$ cat src/design/array_linked_list_engine_core_macros.svh
// Assertion macros for the array linked-list engine core.
// Included by the top level; no other dependencies.
`ifndef ARRAY_LINKED_LIST_ENGINE_CORE_MACROS_SVH
`define ARRAY_LINKED_LIST_ENGINE_CORE_MACROS_SVH
`ifndef SYNTH
`define ALLE_ASSERT_IMP(label, clk, rst, pre, post) \
  label: assert property (@(posedge clk) disable iff (rst) (pre) |-> (post)) \
    else $error("alle: same-cycle check failed");
`define ALLE_ASSERT_NXT(label, clk, rst, pre, post) \
  label: assert property (@(posedge clk) disable iff (rst) (pre) |=> (post)) \
    else $error("alle: next-cycle check failed");
`else
`define ALLE_ASSERT_IMP(label, clk, rst, pre, post)
`define ALLE_ASSERT_NXT(label, clk, rst, pre, post)
`endif
`endif

$ cat src/design/alle_ram.sv
// Generic simple dual-port RAM: one write port, one registered read port.
// Read returns the old data on a same-address write. No dependencies.
module alle_ram #(
  parameter int DEPTH = 256,
  parameter int WIDTH = 8
) (
  input  logic                     clk,
  input  logic                     we,
  input  logic [$clog2(DEPTH)-1:0] waddr,
  input  logic [WIDTH-1:0]         wdata,
  input  logic [$clog2(DEPTH)-1:0] raddr,
  output logic [WIDTH-1:0]         rdata
);

  logic [WIDTH-1:0] mem [DEPTH];

  always_ff @(posedge clk) begin
    if (we) begin
      mem[waddr] <= wdata;
    end
    rdata <= mem[raddr];
  end

endmodule

$ cat config.mk
export PLATFORM = sky130hd
export DESIGN_NAME = alle_ram
export DESIGN_NICKNAME = d
export VERILOG_FILES = /design/src/design/array_linked_list_engine_core_macros.svh /design/src/design/alle_ram.sv
export SDC_FILE = /design/constraint.sdc
export NUM_CORES = 2
export LEC_CHECK = 0
export BUFFER_PORTS_ARGS = -buffer_cell sky130_fd_sc_hd__buf_2
export CAP_MARGIN = 20
export CORE_AREA = 8 8 352 354
export CTS_CLUSTER_DIAMETER = 80
export CTS_CLUSTER_SIZE = 16
export DETAILED_ROUTE_END_ITERATION = 16
export DIE_AREA = 0 0 360 362
export PLACE_DENSITY = 0.84
export SKIP_CTS_REPAIR_TIMING = 1
export SLEW_MARGIN = 5
export SYNTH_ARGS = -nofsm -noshare
export SYNTH_HDL_FRONTEND = slang
export SYNTH_SLANG_ARGS = --single-unit
$ cat constraint.sdc
create_clock -name clk -period 5.85 [get_ports clk]
set_input_delay 0.585 -clock clk [delete_from_list [all_inputs] [get_ports clk]]
set_output_delay 0.585 -clock clk [all_outputs]
set_load 0.05 [all_outputs]
# Yosys cells after proc, flatten, opt, wreduce, memory -nomap -nowiden

Memory sizes are Yosys's and may differ from the RTL's. A register that Yosys moved wholly into a read port is not among the register bits.
Cells that the tools add are included.

Memories: 1
Input port bits: 26
Flip-flop bits (word level): 0
Logic and storage cells: 3
Output and inout bits: 8
Memory bits (writable): 2048

Muxes and demuxes: 2

Memories:

| name | words | bits a word | read ports | clocked after Yosys merged registers in | wr ports | RTL line       | source |
|---|---|---|---|---|---|---|---|
| mem  | 256   | 8           | 1          | 1                                       | 1        | alle_ram.sv:15 | `logic [WIDTH-1:0] mem [DEPTH];` |

Operators by type and width:

| cell             | number |
|---|---|
| 2-to-1 mux 1 bit | 2 |

# Longest topological paths before layout

Depth in word-level cells: 2
Gate-level depth with buffers: 11
Depth with buffers taken out: 6

# Worst setup path after synthesis

No wires, ideal clock.

Path type: input -> register
Start point: in raddr[0]
End point: reg rdata[2] (read register of mem)
Setup time: 0.131 ns
Data arrival time: 2.392 ns
Cell stages on the path: 9
Setup slack: 3.327 ns
Data required time: 5.719 ns
Path buffers: 4
Cell sequence: buf_6 > buf_12 > buf_8 > buf_2 > mux4_2 > a22oi_1 > a21oi_1 > nor4_1 > nor4_2

RTL lines:

| item        | RTL line       | source |
|---|---|---|
| from (decl) | alle_ram.sv:11 | `input logic [$clog2(DEPTH)-1:0] raddr,` |
| to (decl)   | alle_ram.sv:12 | `output logic [WIDTH-1:0] rdata` |

==> impl_metrics.toml <==
[synthesis]
yosys.area_share.adder = 0
synth-seq-area-share = 0.7750
synth_compound_area_frac = 0.03419
synth_common_cells = "edfxtp_1 (2,048), mux4_2 (454), nor2_1 (282)"
yosys_warnings = 0
syn_avg_cell_area_um2 = 21.31
syn_inst = 3733
synth-simple-area-share = 0.02628
synth-xor-area-share = 0
synth_edf_count = 2048
synth_seq_cells = 2056
synth_top_family_by_area = "multiplexers"
muxShareOfSynthArea = 0.1462
synth_area_leaders = "edfxtp_1 (77%), mux4_2 (13%), mux2i_1 (1.7%)"
ys.flop_type = "edfxtp_1"
async_flop_share = 0
synth_largest_area_cell = "edfxtp_1"
synth_most_common_cell = "edfxtp_1"
synth_top_cell_area_share = 0.7730
synth_cell_types = 55
synthesis.nets = 3759
synth_area_um2 = 79560

[die]
pin_count = 34
die-area_um2 = 130300
coreArea_um2 = 118700
num_rows = 127
die_h_um = 362
die_w_um = 360
start_util = 0.6702

[grt]
grt_max_degree = 201
grt_overflow = 0
track_usage = 0.3218
antenna_found_initial = 15
grt_first_pass_wirelength_um = 300000
grt_pass1_vias = 41557

[power_and_ir_drop]
p_leak_nw = 25.92
power.density_nw_per_um2 = 321.3
ir_drop_uv = 354.1

[clock_tree]
clk_pin_slew_ps = 70
cts.path.max_buffers = 3
numCtsBuffers = 148
cts_tree = "done"
clkSinkCount = 2056
h-tree-depth = 4
clock_latency_ps = 780
ctsRootBufferMaster = "clkbuf_16"

[sta]
finalCriticalPeriod_ps = 3981
rsz0062_at_grt = "false"
finalCritPeriodShare = 0.6805
relSlewSlack = 0.1641
setup_viol = 0
tns_ps = 0
fin_hold_ws_ps = 323.3
fmax_mhz = 251.2
worst_slew_pin_slew_ps = 1254
slew_violations = 0
finalHoldViolations = 0
skew_ps = 31.10

[placed_design]
place.gp.congestion = 0.8669
dpl_cell_area_um2 = 81130
dp_hpwl_um = 116000
io_buffer_count = 33

[min_path]
holdPathStages = 1
hold_path_class = "primary input to register"
hold_end = "mem[161][6]"
hold_start = "wdata[6]"

[flow_run]
max_cap_viol_count = 0

[final_layout]
drive_gt1_frac = 0.2002
syn_to_final_growth_pct = 7.275
fin_nets = 3798
post-route-cell-area_um2 = 85340
nFillCells = 6033

[worst_setup_path]
r2r_slack_ps = 2460
r2r_cells = 6
critPathMaxFanout = 52
cp-startpoint = "raddr[0]"
critPathSlowestCell = "a221oi_1"
r2r_end = "rdata[3]"
critPathKind = "primary input to register"
crit_path_cell_trace = "buf_8, buf_12, buf_4, mux4_2, a22o_1, a221oi_1, o32ai_1, nor3_1, nor4_1"
start_kind = "primary input"
worstPathArrival_ps = 4600
worstSetupEndpointType = "register"
required_ps = 6460
max_stage_delay_ps = 790
r2r-start = "mem[83][3]"

[drt]
drtIter0Drc = 7959
drtAntennaViolNets = 0
viasPerCell = 7.741
detail_route.first_pass.iterations = 7
vias = 41629
routed_wl_um = 211100
wl_per_cell_um = 39.25
drc = 0

[outcome]
status = "completed"
==> cell type report <==
cell class	instances	area [um^2]	area share
multi-input cells	1442	16490	0.1932
flip-flops and latches	2056	61660	0.7225
diodes	19	47.55	0.0005571
repair buffers	122	1095	0.01283
inverters	2	7.507	0.00008796
clock inverters	12	167.7	0.001965
well taps	1548	1937	0.02269
clock buffers	177	3940	0.04617
==> report_power, final <==
group / leakage, nW / total (mW) / internal [mW] / switching (mW)
combinational: 5.45 / 1.52 / 0.476 / 1.04
clock: 2.00 / 9.64 / 4.76 / 4.88
sequential: 18.5 / 16.3 / 16.2 / 0.0446
==> layout by cell type, fill, tap and decap left out, types with 32 or more instances in the layout <==
cell type / n
o221ai_1: 46
mux2i_1: 134
edfxtp_1: 2048
buf_4: 74
nor2_1: 279
a22oi_1: 133
mux4_2: 454
clkbuf_16: 154
nand2_1: 32
nand3_1: 34
a21oi_1: 96
==> sequential cells by signal, indices dropped and copies added (netlist names) <==
name	count
mem	2048
rdata	8
==> routing by layer <==
layer / GRT usage / wire [um]
met2: 0.4991 / 98840
met1: 0.4146 / 66660
met5: 0 / 40
met3: 0.09625 / 31250
met4: 0.1781 / 14300
==> critical path, delay by kind of cell <==
| kind | cells | cell delay (ps) |
|---|---|---|
| and+or+nand+nor | 2 | 890 |
| AOI/OAI and AO/OA | 3 | 1390 |
| muxes | 1 | 520 |
| buffers and inverters | 3 | 1090 |
==> per-stage QoR <==
stage	power (mW)	util	instances	setup WS (ps)
6_report	27.42	0.7190	5378	1869
5_1_grt	27.86	0.7186	5359	1990
4_1_cts	27.33	0.7181	5355	2225
3_5_place_dp	18.03	0.6834	5166	1335
3_3_place_gp	17.98	0.6833	5165	1421
2_1_floorplan	17.39	-	3733	3327
==> cells by family (layout without fill, tap and decap cells) <==
group	after synthesis	count (layout)
flops	2056	2056
other cells	0	19
simple gates	466	466
compound gates	385	385
mux	591	591
buf+inv	235	313
==> worst max-delay path by stage <==
| stage | endpoint | slack (ps) | cells past startpoint |
|---|---|---|---|
| 2_1_floorplan | rdata[2] | 3330 | 9 |
| 3_3_place_gp | rdata[5] | 1420 | 9 |
| 3_5_place_dp | rdata[5] | 1340 | 9 |
| 4_1_cts | rdata[5] | 2230 | 9 |
| 5_1_grt | rdata[3] | 1990 | 9 |
| 6_report | rdata[3] | 1870 | 9 |
No activity file was read; power rests on OpenSTA's default activity.
