<file path="config.mk">
export PLATFORM = sky130hd
export DESIGN_NAME = alle_ctrl
export DESIGN_NICKNAME = d
export VERILOG_FILES = /design/src/design/array_linked_list_engine_core_macros.svh /design/src/design/alle_pkg.sv /design/src/design/alle_ctrl.sv
export SDC_FILE = /design/constraint.sdc
export NUM_CORES = 1
export LEC_CHECK = 0
export ABC_AREA = 1
export ABC_CLOCK_PERIOD_IN_PS = 5400
export BUFFER_PORTS_ARGS = -buffer_cell sky130_fd_sc_hd__buf_2
export CORE_MARGIN = 1.5
export CORE_UTILIZATION = 33
export DETAILED_ROUTE_END_ITERATION = 8
export GPL_TIMING_DRIVEN = 0
export HOLD_SLACK_MARGIN = 0.06
export SYNTH_ARGS = -nofsm -noshare
export SYNTH_HDL_FRONTEND = slang
export SYNTH_SLANG_ARGS = --single-unit
</file>
<file path="constraint.sdc">
create_clock -name clk -period 5.4 [get_ports clk]
set_input_delay 0.27 -clock clk [delete_from_list [all_inputs] [get_ports clk]]
set_output_delay 0.27 -clock clk [all_outputs]
set_load 0.005 [all_outputs]
</file>
<file path="src/design/array_linked_list_engine_core_macros.svh">
// Assertion macros for the array linked-list engine core.
// Included by the top level; no other dependencies.
`ifndef ARRAY_LINKED_LIST_ENGINE_CORE_MACROS_SVH
`define ARRAY_LINKED_LIST_ENGINE_CORE_MACROS_SVH
`ifndef SYNTH
`define ALLE_ASSERT_IMP(label, clk, rst, pre, post) \
  label: assert property (@(posedge clk) disable iff (rst) (pre) |-> (post)) \
    else $error("alle: same-cycle check failed");
`define ALLE_ASSERT_NXT(label, clk, rst, pre, post) \
  label: assert property (@(posedge clk) disable iff (rst) (pre) |=> (post)) \
    else $error("alle: next-cycle check failed");
`else
`define ALLE_ASSERT_IMP(label, clk, rst, pre, post)
`define ALLE_ASSERT_NXT(label, clk, rst, pre, post)
`endif
`endif

</file>
<file path="src/design/alle_pkg.sv">
// Shared constants, codes and transfer types for the array linked-list engine.
// No dependencies.
package alle_pkg;

  localparam int NODES      = 256;
  localparam int VALUE_BITS = 32;
  localparam int IDX_W      = $clog2(NODES);
  localparam int CNT_W      = $clog2(NODES + 1);
  localparam int FIELD_W    = 8;
  localparam int DATA_W     = 32;

  typedef logic [IDX_W-1:0]      idx_t;
  typedef logic [VALUE_BITS-1:0] value_t;
  typedef logic [CNT_W-1:0]      cnt_t;

  typedef enum logic [2:0] {
    CMD_NEW_LIST   = 3'd0,
    CMD_INSERT     = 3'd1,
    CMD_DELETE     = 3'd2,
    CMD_FIND       = 3'd3,
    CMD_MAKE_EMPTY = 3'd4,
    CMD_READ_NODE  = 3'd5
  } cmd_e;

  typedef enum logic [1:0] {
    ST_OK        = 2'd0,
    ST_NOT_FOUND = 2'd1,
    ST_NO_SPACE  = 2'd2
  } status_e;

  typedef struct packed {
    cmd_e                command;
    logic [FIELD_W-1:0]  list_head;
    logic [FIELD_W-1:0]  position;
    logic signed [DATA_W-1:0] value;
  } request_t;

  typedef struct packed {
    status_e             status;
    logic [FIELD_W-1:0]  slot;
    logic signed [DATA_W-1:0] slot_value;
    logic [FIELD_W-1:0]  slot_next;
  } result_t;

  typedef struct packed {
    logic we;
    idx_t waddr;
    idx_t wdata;
    idx_t raddr;
  } link_port_t;

  typedef struct packed {
    logic   we;
    idx_t   waddr;
    value_t wdata;
    idx_t   raddr;
  } value_port_t;

endpackage

</file>
<file path="src/design/alle_ctrl.sv">
// Command sequencer of the linked-list engine: init sweep, allocation,
// chain walks and result register. Depends on alle_pkg.
module alle_ctrl import alle_pkg::*; (
  input  logic        clk,
  input  logic        rst,
  input  logic        start,
  input  request_t    request,
  output logic        busy,
  output logic        done,
  output result_t     result,
  output link_port_t  link_port,
  output value_port_t value_port,
  input  idx_t        link_rdata,
  input  value_t      value_rdata
);

  typedef enum logic [4:0] {
    S_INIT,
    S_IDLE,
    S_ALLOC_RD,
    S_ALLOC_LINK,
    S_NEW_FIN,
    S_INS_LINK,
    S_INS_FIN,
    S_WALK_FIRST,
    S_WALK,
    S_DEL_FREE,
    S_DEL_FIN,
    S_EMPTY_HEAD,
    S_EMPTY_WALK,
    S_EMPTY_FIN,
    S_READ,
    S_NOP
  } state_t;

  state_t state;
  cmd_e   cmd;
  idx_t   head;
  idx_t   pos;
  value_t key;
  idx_t   t;
  idx_t   p;
  idx_t   prev;
  idx_t   hold;
  cnt_t   n;

  idx_t   head_in;
  idx_t   pos_in;
  logic   match;
  cnt_t   n_inc;
  logic   walk_go;

  function automatic result_t make_result(status_e st, idx_t s, value_t v, idx_t nx);
    result_t r;
    r.status     = st;
    r.slot       = FIELD_W'(s);
    r.slot_value = DATA_W'(v);
    r.slot_next  = FIELD_W'(nx);
    return r;
  endfunction

  assign head_in = idx_t'(request.list_head);
  assign pos_in  = idx_t'(request.position);
  assign match   = (value_rdata == key);
  assign n_inc   = n + cnt_t'(1);
  assign walk_go = (link_rdata != '0) && (n != cnt_t'(NODES));
  assign busy    = (state != S_IDLE);

  always_comb begin
    link_port  = '0;
    value_port = '0;
    case (state)
      S_INIT: begin
        link_port.we    = 1'b1;
        link_port.waddr = n[IDX_W-1:0];
        link_port.wdata = (n == cnt_t'(NODES - 1)) ? '0 : n_inc[IDX_W-1:0];
      end
      S_IDLE: begin
        value_port.raddr = pos_in;
        case (request.command)
          CMD_DELETE, CMD_FIND: link_port.raddr = head_in;
          CMD_READ_NODE:        link_port.raddr = pos_in;
          default:              link_port.raddr = '0;
        endcase
      end
      S_ALLOC_RD: begin
        link_port.raddr = link_rdata;
      end
      S_ALLOC_LINK: begin
        link_port.we    = 1'b1;
        link_port.waddr = '0;
        link_port.wdata = link_rdata;
        link_port.raddr = pos;
      end
      S_NEW_FIN: begin
        link_port.we    = 1'b1;
        link_port.waddr = t;
        link_port.wdata = '0;
      end
      S_INS_LINK: begin
        link_port.we     = 1'b1;
        link_port.waddr  = t;
        link_port.wdata  = (pos == '0) ? hold : link_rdata;
        value_port.we    = 1'b1;
        value_port.waddr = t;
        value_port.wdata = key;
      end
      S_INS_FIN: begin
        link_port.we    = 1'b1;
        link_port.waddr = pos;
        link_port.wdata = t;
      end
      S_WALK_FIRST: begin
        link_port.raddr  = link_rdata;
        value_port.raddr = link_rdata;
      end
      S_WALK: begin
        if (match && (cmd == CMD_DELETE)) begin
          link_port.we    = 1'b1;
          link_port.waddr = prev;
          link_port.wdata = link_rdata;
          link_port.raddr = '0;
        end else begin
          link_port.raddr  = link_rdata;
          value_port.raddr = link_rdata;
        end
      end
      S_DEL_FREE: begin
        link_port.we    = 1'b1;
        link_port.waddr = p;
        link_port.wdata = (prev == '0) ? hold : link_rdata;
      end
      S_DEL_FIN: begin
        link_port.we    = 1'b1;
        link_port.waddr = '0;
        link_port.wdata = p;
      end
      S_EMPTY_HEAD: begin
        link_port.raddr = head;
      end
      S_EMPTY_WALK: begin
        link_port.we    = 1'b1;
        link_port.wdata = hold;
        if (walk_go) begin
          link_port.waddr = link_rdata;
          link_port.raddr = link_rdata;
        end else begin
          link_port.waddr = '0;
        end
      end
      S_EMPTY_FIN: begin
        link_port.we    = 1'b1;
        link_port.waddr = head;
        link_port.wdata = '0;
      end
      default: begin
      end
    endcase
  end

  always_ff @(posedge clk) begin
    if (rst) begin
      state <= S_INIT;
      n     <= '0;
      done  <= 1'b0;
    end else begin
      done <= 1'b0;
      case (state)
        S_INIT: begin
          n <= n_inc;
          if (n == cnt_t'(NODES - 1)) begin
            state <= S_IDLE;
          end
        end
        S_IDLE: begin
          if (start) begin
            cmd  <= request.command;
            head <= head_in;
            pos  <= pos_in;
            key  <= value_t'(request.value);
            prev <= head_in;
            n    <= '0;
            case (request.command)
              CMD_NEW_LIST, CMD_INSERT: state <= S_ALLOC_RD;
              CMD_DELETE, CMD_FIND:     state <= S_WALK_FIRST;
              CMD_MAKE_EMPTY:           state <= S_EMPTY_HEAD;
              CMD_READ_NODE:            state <= S_READ;
              default:                  state <= S_NOP;
            endcase
          end
        end
        S_ALLOC_RD: begin
          if (link_rdata == '0) begin
            result <= make_result(ST_NO_SPACE, '0, '0, '0);
            done   <= 1'b1;
            state  <= S_IDLE;
          end else begin
            t     <= link_rdata;
            state <= S_ALLOC_LINK;
          end
        end
        S_ALLOC_LINK: begin
          hold  <= link_rdata;
          state <= (cmd == CMD_NEW_LIST) ? S_NEW_FIN : S_INS_LINK;
        end
        S_NEW_FIN, S_INS_FIN: begin
          result <= make_result(ST_OK, t, '0, '0);
          done   <= 1'b1;
          state  <= S_IDLE;
        end
        S_INS_LINK: begin
          state <= S_INS_FIN;
        end
        S_WALK_FIRST: begin
          if (link_rdata == '0) begin
            result <= make_result(ST_NOT_FOUND, '0, '0, '0);
            done   <= 1'b1;
            state  <= S_IDLE;
          end else begin
            p     <= link_rdata;
            state <= S_WALK;
          end
        end
        S_WALK: begin
          if (match) begin
            if (cmd == CMD_FIND) begin
              result <= make_result(ST_OK, p, '0, '0);
              done   <= 1'b1;
              state  <= S_IDLE;
            end else begin
              hold  <= link_rdata;
              state <= S_DEL_FREE;
            end
          end else begin
            prev <= p;
            n    <= n_inc;
            if ((link_rdata == '0) || (n_inc == cnt_t'(NODES))) begin
              result <= make_result(ST_NOT_FOUND, '0, '0, '0);
              done   <= 1'b1;
              state  <= S_IDLE;
            end else begin
              p <= link_rdata;
            end
          end
        end
        S_DEL_FREE: begin
          state <= S_DEL_FIN;
        end
        S_DEL_FIN: begin
          result <= make_result(ST_OK, p, '0, '0);
          done   <= 1'b1;
          state  <= S_IDLE;
        end
        S_EMPTY_HEAD: begin
          hold  <= link_rdata;
          state <= S_EMPTY_WALK;
        end
        S_EMPTY_WALK: begin
          if (walk_go) begin
            hold <= link_rdata;
            n    <= n_inc;
          end else begin
            state <= S_EMPTY_FIN;
          end
        end
        S_EMPTY_FIN: begin
          result <= make_result(ST_OK, '0, '0, '0);
          done   <= 1'b1;
          state  <= S_IDLE;
        end
        S_READ: begin
          result <= make_result(ST_OK, pos, value_rdata, link_rdata);
          done   <= 1'b1;
          state  <= S_IDLE;
        end
        default: begin
          result <= make_result(ST_OK, '0, '0, '0);
          done   <= 1'b1;
          state  <= S_IDLE;
        end
      endcase
    end
  end

endmodule

</file>
# After elaboration in Yosys (flattened, before gate mapping)

Index checks and enable logic that the tools add are counted.

Muxes and demuxes: 48
Bitwise logic cells: 3
Add/subtract/negate cells: 1
Eq/ne operators: 39
Reductions and logical operators: 28

Operator list:

| cell                                                                   | number |
|---|---|
| 50-bit one-hot mux with 7 select lines                                 | 1 |
| 50-bit 2-to-1 mux                                                      | 5 |
| 17-bit one-hot mux with 10 select lines                                | 1 |
| 8-bit 2-to-1 mux                                                       | 13 |
| 5-bit one-hot mux with 10 select lines                                 | 1 |
| 8-bit one-hot mux with 2 select lines                                  | 3 |
| 8-bit one-hot mux with 3 select lines                                  | 2 |
| 8-bit one-hot mux with 6 select lines                                  | 1 |
| 41-bit 2-to-1 mux                                                      | 1 |
| 9-bit one-hot mux with 4 select lines                                  | 1 |
| 5-bit by 4-bit equality test with 1-bit output (second input constant) | 7 |
| 32-bit equality test                                                   | 1 |
| 9-bit 2-to-1 mux                                                       | 3 |
| 5-bit 2-to-1 mux                                                       | 5 |
| 8-bit zero test                                                        | 3 |
| 2-bit != test (second input constant)                                  | 11 |
| 5-bit by 3-bit equality test with 1-bit output (second input constant) | 4 |
| 17-bit 2-to-1 mux                                                      | 1 |
| 4-bit one-hot mux with 4 select lines                                  | 1 |
| 3-bit by 2-bit equality test with 1-bit output (second input constant) | 4 |
| 4-bit AND reduction                                                    | 3 |
| 5-bit by 2-bit equality test with 1-bit output (second input constant) | 2 |
| 5-bit AND reduction                                                    | 2 |
| 2-bit OR reduction                                                     | 5 |
| other kinds (25)                                                       | 38 |

Output and inout bits: 126
Flip-flop bits (word level): 148
Word-level logic and storage cells: 134
Bits of input ports: 94

# Depth between registers and ports, before layout

Depth in word-level cells: 6
Gate-level depth with buffers: 16
Gate-level depth less buffers: 16

# Worst setup path before layout

No wires, ideal clock.

Path type: reg2reg
Start: register n[0]
End: register result[0] in the netlist's numbering, enable pin
Path buffers: 0
Setup slack: -0.256 ns
Library setup time: 0.519 ns
Required time: 4.881 ns
Period minus slack after synthesis: 5.656 ns
Cell stages (with the launch flop): 14
Data arrival time: 5.137 ns
Cell sequence: dfxtp_1 ha_1 nand2_1 inv_1 nand3_1 nor2_1 ha_1 nor2_1 nand3_1 nor2_1 nand2_1 o21ai_1 nor2_1 nor3_1

Cells in the longest elaborated chain, start to end: 5

RTL lines:

| element                                | RTL line         | RTL |
|---|---|---|
| start: declaration                     | alle_ctrl.sv:45  | `cnt_t n;` |
| start signal: assignment               | alle_ctrl.sv:170 | `n <= n_inc;` |
| start signal: assignment               | alle_ctrl.sv:236 | `n <= n_inc;` |
| start signal: assignment               | alle_ctrl.sv:261 | `n <= n_inc;` |
| 9-bit by 1-bit adder with 9-bit output | alle_ctrl.sv:65  | `assign n_inc = n + cnt_t'(1);` |
| 9-bit equality test                    | alle_ctrl.sv:237 | `if ((link_rdata == '0) \|\| (n_inc == cnt_t'(NODES))) begin` |
| 1-bit logical OR                       | alle_ctrl.sv:237 |  |
| 3-bit != test (no line)                | n/a              |  |
| 6-bit AND reduction (no line)          | n/a              |  |
| end signal: assignment                 | alle_ctrl.sv:227 | `result <= make_result(ST_OK, p, '0, '0);` |
| end signal: assignment                 | alle_ctrl.sv:238 | `result <= make_result(ST_NOT_FOUND, '0, '0, '0);` |
| end signal: assignment                 | alle_ctrl.sv:250 | `result <= make_result(ST_OK, p, '0, '0);` |
| end: declaration                       | alle_ctrl.sv:10  | `output result_t result,` |

No other way between the ends.
A chain may end at the register's enable or synchronous reset.

# Final worst setup path

Start: register n[0]
End: register result[39] in the netlist's numbering, enable pin

Same word-level chain as after synthesis.

==> impl_metrics.csv <==
group,metric,value,unit
route,first_pass_iters,5,
route,postRouteAntennaNets,0,
clock_tree,cts_buffers,17,
timing,fmax,296.9,MHz
timing,hold_violations,0,
finish,layout-drive-gt1-share,0.2433,
clock_tree,cts_sinks,147,
grt,grt_use_met1,0.3242,
die,num_rows,56,
timing,finalSetupViolCount,0,
synth,synthSimpleGateAreaFrac,0.2634,
grt,grt_pass1_wl,42090,um
clock_tree,insertion_delay,0.43,ns
timing,worst_pin_slew,1.025,ns
synth,syn-num-nets,1032,
clock_tree,clock-root-buffer,"clkbuf_16",
die,die_w,157.0,um
synth,ys_ff_latch,147,
synth,synth-xor-area-share,0.01231,
timing,relSlewSlack,0.3164,
worst_setup_path,criticalPathCategory,"reg -> reg",
worst_setup_path,start_kind,"register",
finish,final_area,10480,um2
synth,synth_top_area_frac,0.5102,
finish,post-route-util,0.4477,
finish,fin_cells,1558,
place,dp_hpwl,22090,um
die,core,23400,um2
synth,synth-adder-area-share,0.004795,
synth,syn_inst,935,
clock_tree,cts_resized,0,
finish,layout.nets,1321,
power_and_ir_drop,ir_drop,0.1662,mV
synth,yosys-top-cells-area,"edfxtp_1 (51%), nand2_1 (11%), nor2_1 (8.3%)",
min_path,hp-class,"in -> reg",
route,drc,0,
die,ios,220,
synth,yosysWarnings,0,
synth,synth_compound_area_frac,0.09255,
grt,busiest_layer,"met2",
power_and_ir_drop,p_per_area,246.4,nW/um2
grt,grt-ovfl-total,0,
clock_tree,clk_pin_slew_worst_paths,0.06,ns
finish,synthToLayoutAreaGrowth,33.85,%
worst_setup_path,endpoint_kind,"register",
grt,grt_pass1_vias,7226,
die,dieArea,24650,um2
grt,grt_usage,0.2335,
timing,final.setup.tns,0,ns
place,gp_congestion,0.9263,
synth,synth.distinct_cells,34,
route,wl_per_cell,18.31,um
synth,synthesis.area,7828,um2
worst_setup_path,critical_path_arrival,3.50,ns
route,via_count,7699,
run,maxCapViolations,0,
route,wl,28530,um
synth,yosys.area.top_type,"edfxtp_1",
status,status,"complete, no violations",
clock_tree,cts_buffer_depth,2,
place,place_area,9442,um2
clock_tree,tritoncts,"built",
die,start_util,0.3345,
synth,synth_top_family_by_area,"simple AND/OR/NAND/NOR gates",
synth,ys_seq_area_frac,0.5460,
timing,rsz0062_at_grt,"no",
synth,syn_avg_cell_area,8.372,um2
timing,worst_clock_skew,0.01050,ns
grt,grt_start_max_net_pins,28,
finish,nFillCells,2381,
grt,grt_use_met3,0.04157,
worst_setup_path,worstPathRequired,5.54,ns
route,drt-initial-drc-count,756,
grt,use_met2,0.3755,
die,die_h,157.0,um
worst_setup_path,worstPathMaxFanout,17,
timing,fin_crit,3.368,ns
clock_tree,htree_levels,4,
timing,maxSlewViolCount,0,
place,port-buffer-count,219,
place,dp.cells,1479,
route,via_per_inst,4.942,
synth,muxShareOfSynthArea,0,
grt,grt_antenna_before_repair,2,
power_and_ir_drop,p_leak,4.745,nW
timing,fin_crit_sh,0.6237,
## kinds of logic after synthesis
family | after synthesis
compound gates | 113
simple gates | 495
fa+ha+maj | 3
buf+inv | 166
flops | 147
xor+xnor | 11
## state kept, by name, summed over array words and instances (netlist names)
| register | cells |
|---|---|
| done | 1 |
| result | 50 |
| n | 9 |
| key | 32 |
| p | 8 |
| prev | 8 |
| hold | 8 |
| head | 8 |
| state | 4 |
| pos | 8 |
| t | 8 |
| cmd | 3 |
## final cells by class
class	count	area, um2	share of cell area
diodes	2	5.005	0.0004777
multi-input cells	622	2939	0.2805
repair buffers	270	1647	0.1572
clock inverters	14	151.4	0.01445
flip-flops and latches	147	4274	0.4079
clock buffers	18	429.2	0.04096
well taps	319	399.1	0.03809
plain buffers	15	66.31	0.006329
inverters	151	566.8	0.05410
## synthesized netlist by cell type, drive strengths merged
library cell,instances
a211oi,13
a21oi,20
a221oi,4
a32o,2
and2,2
buf,8
clkbuf,7
dfxtp,14
edfxtp,133
ha,3
inv,151
nand2,238
nand3,30
nand3b,1
nand4,14
nor2,188
nor3,12
nor4,9
o2111ai,16
o211ai,9
o21ai,41
o221ai,2
o22ai,6
or2,1
xnor2,11
## repair_timing
action | CTS | global route
hold endpoints to repair | 43 | 2
hold buffers | 43 | 2
setup buffers | 0 | 0
## layout by cell type (no fill, tap or decap), types with 8 or more instances in the layout
cell type      instances
o21ai_0               38
edfxtp_1             133
inv_2                 14
inv_1                137
nor4_1                 9
nand2_1              232
o211ai_1               9
o2111ai_1             16
nor3_1                11
dlygate4sd3_1         45
a21oi_1               20
a211oi_1              13
nor2_2                10
buf_2                226
nor2_1               172
nand4_1               14
dfxtp_1               14
xnor2_1               11
nand3_1               29
clkbuf_1               8
clkbuf_16             17
## path summary, 6_finish.rpt
| path | start | to | slack [ns] | cells past startpoint |
|---|---|---|---|---|
| setup / recovery | n[0] | result[39] | 2.03 | 15 |
| hold / removal | request[35] | pos[3] | 0.08 | 1 |
| hold reg to reg | n[8] | n[8] | 0.51 | 2 |
| setup reg to reg | n[0] | result[39] | 2.03 | 15 |
## layer usage
metal  up-vias  wire (um)
met3        38       2122
met1      3630      12780
met5         -          0
met2       355      13160
met4         0        471
li1       3676          -
## where the power goes
| part | total (mW) | switching, mW | internal [mW] |
|---|---|---|---|
| logic | 0.146 | 0.0757 | 0.0702 |
| clock network | 1.20 | 0.511 | 0.688 |
| registers | 1.24 | 0.00386 | 1.23 |
| total | 2.58 | 0.591 | 1.99 |
## critical path, cell delays in order (launching register included)
cell and delay, ns:
dfxtp_1 0.46, ha_1 0.24, nand2_1 0.08, inv_1 0.16
nand3_1 0.11, nor2_1 0.14, ha_1 0.27, nor2_1 0.11
nand3_1 0.08, nor2_1 0.09, nand2_1 0.09, o21ai_1 0.13
nor2_1 0.11, nor3_4 0.59, buf_16 0.24, buf_16 0.16
## per-stage QoR
step | total power [mW] | hold slack, ns | worst slack, ns
4_1_cts | 2.595 | 0.06062 | 2.027
6_report | 2.582 | 0.07805 | 2.032
2_1_floorplan | 1.310 | 0.3391 | 1.263
3_5_place_dp | 1.379 | 0.4481 | 2.054
3_3_place_gp | 1.378 | 0.4464 | -0.3468
5_1_grt | 2.665 | 0.06316 | 1.726
(Power assumes the default switching activity.)
